[src/rtl/core/wfc_ram.sv]
module wfc_ram #(
  parameter int unsigned Width = 8,
  parameter int unsigned Depth = 16
) (
  input  logic                     clk_i,
  input  logic                     we_i,
  input  logic [$clog2(Depth)-1:0] waddr_i,
  input  logic [Width-1:0]         wdata_i,
  input  logic [$clog2(Depth)-1:0] raddr_i,
  output logic [Width-1:0]         rdata_o
);

  logic [Width-1:0] mem_q [Depth];

  // One write port and one registered read port.
  always_ff @(posedge clk_i) begin
    if (we_i) begin
      mem_q[waddr_i] <= wdata_i;
    end
    rdata_o <= mem_q[raddr_i];
  end

endmodule

[config.mk]
export PLATFORM = sky130hd
export DESIGN_NAME = wfc_ram
export DESIGN_NICKNAME = d
export VERILOG_FILES = /design/src/rtl/core/wfc_ram.sv
export SDC_FILE = /design/constraint.sdc
export NUM_CORES = 1
export LEC_CHECK = 0
export ABC_CLOCK_PERIOD_IN_PS = 3300
export BUFFER_PORTS_ARGS = -buffer_cell sky130_fd_sc_hd__buf_2
export CAP_MARGIN = 0
export CORE_ASPECT_RATIO = 1.2
export CORE_MARGIN = 5
export CORE_UTILIZATION = 60
export DETAILED_ROUTE_END_ITERATION = 16
export PLACE_DENSITY_LB_ADDON = 0.2
export SLEW_MARGIN = 20
export SYNTH_ARGS = -nofsm -noshare
export SYNTH_HDL_FRONTEND = slang
export SYNTH_SLANG_ARGS = --single-unit
[constraint.sdc]
create_clock -name clk_i -period 3.3 [get_ports clk_i]
set_input_delay 0.33 -clock clk_i [delete_from_list [all_inputs] [get_ports clk_i]]
set_output_delay 0.33 -clock clk_i [all_outputs]
set_load 0.02 [all_outputs]
Word level (Yosys, flattened, before mapping)
Memories as Yosys holds them, arrays and structs flattened. A register that Yosys moved wholly into a read port is not among the register bits.
Cells that the tools add are included.
{"block": "word_totals", "regBits": 0, "ramBits": 128, "inputBits": 18, "out_inout_bits": 8, "n_memories": 1}
{"block": "op_classes", "mux": 2}
{"memory": "mem_q", "depth": 16, "word_bits": 8, "read_ports": 1, "rd_ports_with_merged_regs": 1, "write_ports": 1, "line_no": "13", "source": "logic [Width-1:0] mem_q [Depth];"}
{"op": "1-bit two-way mux", "count": 2}

Longest topological paths before layout
{"block": "logic_depth", "ltp_word": 2, "ltp_mapped": 5}

Worst setup path before layout
Ideal clock, no wire load.
{"block": "synth_timing", "path_type": "in2reg", "start": "input waddr_i[2]", "end": "memory mem_q[0][0] (enable)", "setup_time_ps": 383, "arrival_time_ps": 1440, "setup_slack_ps": 1477, "path_stages": 2, "cell_sequence": "or3b_2 > nor3_1"}
{"element": "start: declaration", "line_no": "7", "source": "input logic [$clog2(Depth)-1:0] waddr_i,"}
{"element": "end: declaration", "line_no": "13"}
No word-level cell before the write port.

==> impl_metrics.env <==
export IMPL_status="finished, final reports clean"
export IMPL_finalHoldViolCount=0
export IMPL_fin_tns_setup_ps=0
export IMPL_postRouteAntennaNets=0
export IMPL_yosysSeqAreaShare=0.7778
export IMPL_yosysTopAreaCell="edfxtp_1"
export IMPL_grt_overflow=0
export IMPL_antenna_found_initial=0
export IMPL_clockRootBuffer="clkbuf_8"
export IMPL_grt_setup_unrepaired="no"
export IMPL_tightest_slew_ps=957.9
export IMPL_drt_drc_violations_left=0
export IMPL_portBuffers=25
export IMPL_clock_skew_ps=9.686
export IMPL_powerDensity_nw_per_um2=642.6
export IMPL_cp_start_kind="input port"
export IMPL_synth_seq_cells=136
export IMPL_grt_pass1_vias=2424
export IMPL_end_kind="register"
export IMPL_layout_min_cycle_time_ps=1738
export IMPL_grt_start_max_net_pins=33
export IMPL_cap_violations=0
export IMPL_areaGrowthSynthToFinish_pct=15.00
export IMPL_slew_headroom=0.3590
export IMPL_p_leak_nw=1.993
export IMPL_fillCellCount=522
export IMPL_fmax_mhz=575.5
export IMPL_drt_total_wl_um=9244
export IMPL_path_max_fanout=23
export IMPL_dr_pass1_iters=4
export IMPL_cts_resized=0
export IMPL_ios=26
export IMPL_synth_area_top_cells="edfxtp_1, mux4_2, mux4_1"
export IMPL_start_util=0.6076
export IMPL_postCtsSetupRepairBufs=0
export IMPL_grt_pass1_wl_um=14000
export IMPL_clock_insertion_delay_worst_skew_ps=520
export IMPL_antenna_cells=0
export IMPL_die_area_um2=10540
export IMPL_gp_congestion=0.6905
export IMPL_coreArea_um2=8472
export IMPL_cts_htree_levels=4
export IMPL_cp_required_ps=3700
export IMPL_vias=2397
export IMPL_tritoncts="yes"
export IMPL_fin_util=0.6987
export IMPL_synth_cell_types=19
export IMPL_post_route_cells_drive_above_1_share=0.2801
export IMPL_viasPerCell=6.008
export IMPL_cts_sinks=136
export IMPL_synth_area_um2=5147
export IMPL_yosys_warnings=0
export IMPL_cp_arrival_ps=2140
export IMPL_min_path_type="in -> reg"
export IMPL_cts_made_buffers=17
export IMPL_die_height_um=111.5
export IMPL_cts_max_path_buffers=2
export IMPL_multi_input_area_um2=1057
export IMPL_cts_hold_buf=0
export IMPL_dr_first_iter_drc_count=187
export IMPL_layout_common_cells="edfxtp_1, buf_2, mux4_2, a22oi_1, clkbuf_16"
export IMPL_holdWs_ps=191.6
export IMPL_regArea_um2=4004
export IMPL_syn_nets=247
export IMPL_final_common_cell="edfxtp_1"
export IMPL_worst_ir_drop_vdd_mv=0.4578
export IMPL_min_period_over_period=0.5266
export IMPL_postPlaceCellArea_um2=5378
export IMPL_clk_pin_slew_ps=60
export IMPL_setup_violations_final=0
export IMPL_drv_slew=0
export IMPL_wire_per_inst_um=23.17
export IMPL_die_w_um=94.56
export IMPL_dp_cells=367
export IMPL_syn_instance_count=229
export IMPL_avgSynthCellArea_um2=22.48
export IMPL_post_dp_hpwl_um=5809
export IMPL_layout_nets=287
export IMPL_final_cell_count_no_fill=399
export IMPL_rows=37
export IMPL_critPathKind="in -> reg"
export IMPL_grt_usage=0.1944
export IMPL_synth_top_cell_area_share=0.7467
export IMPL_finalInstanceArea_um2=5919
==> metrics by stage <==
stage,setup slack (ps),power (mW)
floorplan,1477,2.088
global placement,1049,2.153
detailed placement,995.4,2.160
CTS,1541,3.836
global route,1429,3.931
finish,1562,3.804
==> flip-flops by register name, summed over array words and instances, names as in the netlist <==
signal	cells
mem_q	128
rdata_o	8
==> final cells by class <==
class                      count  area share
sequential                   136      0.6764
clock buffer                  23     0.07884
multi-input combinational     83      0.1786
tap                          117     0.02473
clock inverter                 9     0.01268
timing repair buffer          31     0.02875
==> cells by family (layout without fill, tap and decap cells) <==
family,Yosys count,after routing,synth area share
buffers and inverters,10,63,0.01677
flip-flops,136,136,0.7778
AND/OR/NAND/NOR,35,35,0.03184
multiplexers,32,32,0.1502
AO/OA/AOI/OAI,16,16,0.02334
==> final timing paths <==
path / endpoint / slack (ps) / cells past startpoint / start
hold / removal: mem_q[5][7]$_DFFE_PP_ / 190 / 1 / wdata_i[7]
setup / recovery: rdata_o[2]$_DFF_P_ / 1560 / 5 / raddr_i[0]
setup reg to reg: rdata_o[1]$_DFF_P_ / 1890 / 3 / mem_q[1][1]$_DFFE_PP_
hold reg to reg: rdata_o[1]$_DFF_P_ / 660 / 3 / mem_q[14][1]$_DFFE_PP_
==> metal layers <==
| metal | wire [µm] | up-vias | track usage |
|---|---|---|---|
| li1 | - | 1054 | - |
| met1 | 3821 | 1228 | 0.2632 |
| met2 | 4687 | 99 | 0.2955 |
| met3 | 580 | 16 | 0.05405 |
| met4 | 154 | 0 | 0.09143 |
| met5 | 0 | - | 0 |
==> report_power, final <==
part	internal, mW	switching [mW]	total, mW
registers	1.93	0.00954	1.94
clock network	1.05	0.633	1.68
logic	0.0706	0.110	0.180
total	3.05	0.752	3.80
==> synthesized netlist by cell type <==
| library cell | count |
|---|---|
| a22oi_1 | 16 |
| and2_1 | 1 |
| and2b_1 | 1 |
| buf_2 | 3 |
| buf_4 | 1 |
| buf_6 | 3 |
| clkdlybuf4s25_2 | 3 |
| dfxtp_1 | 8 |
| edfxtp_1 | 128 |
| mux4_1 | 14 |
| mux4_2 | 18 |
| nand2_1 | 9 |
| nand2b_1 | 2 |
| nand3_1 | 1 |
| nand3b_1 | 2 |
| nor2_1 | 13 |
| nor2b_1 | 1 |
| nor3_1 | 4 |
| or3b_2 | 1 |
==> critical path, cell delays in order <==
cell     delay [ps]
buf_2           580
buf_4           350
mux4_1          590
a22oi_1         200
nand2_1          70
Note: power is estimated with default switching activity, not from simulation.
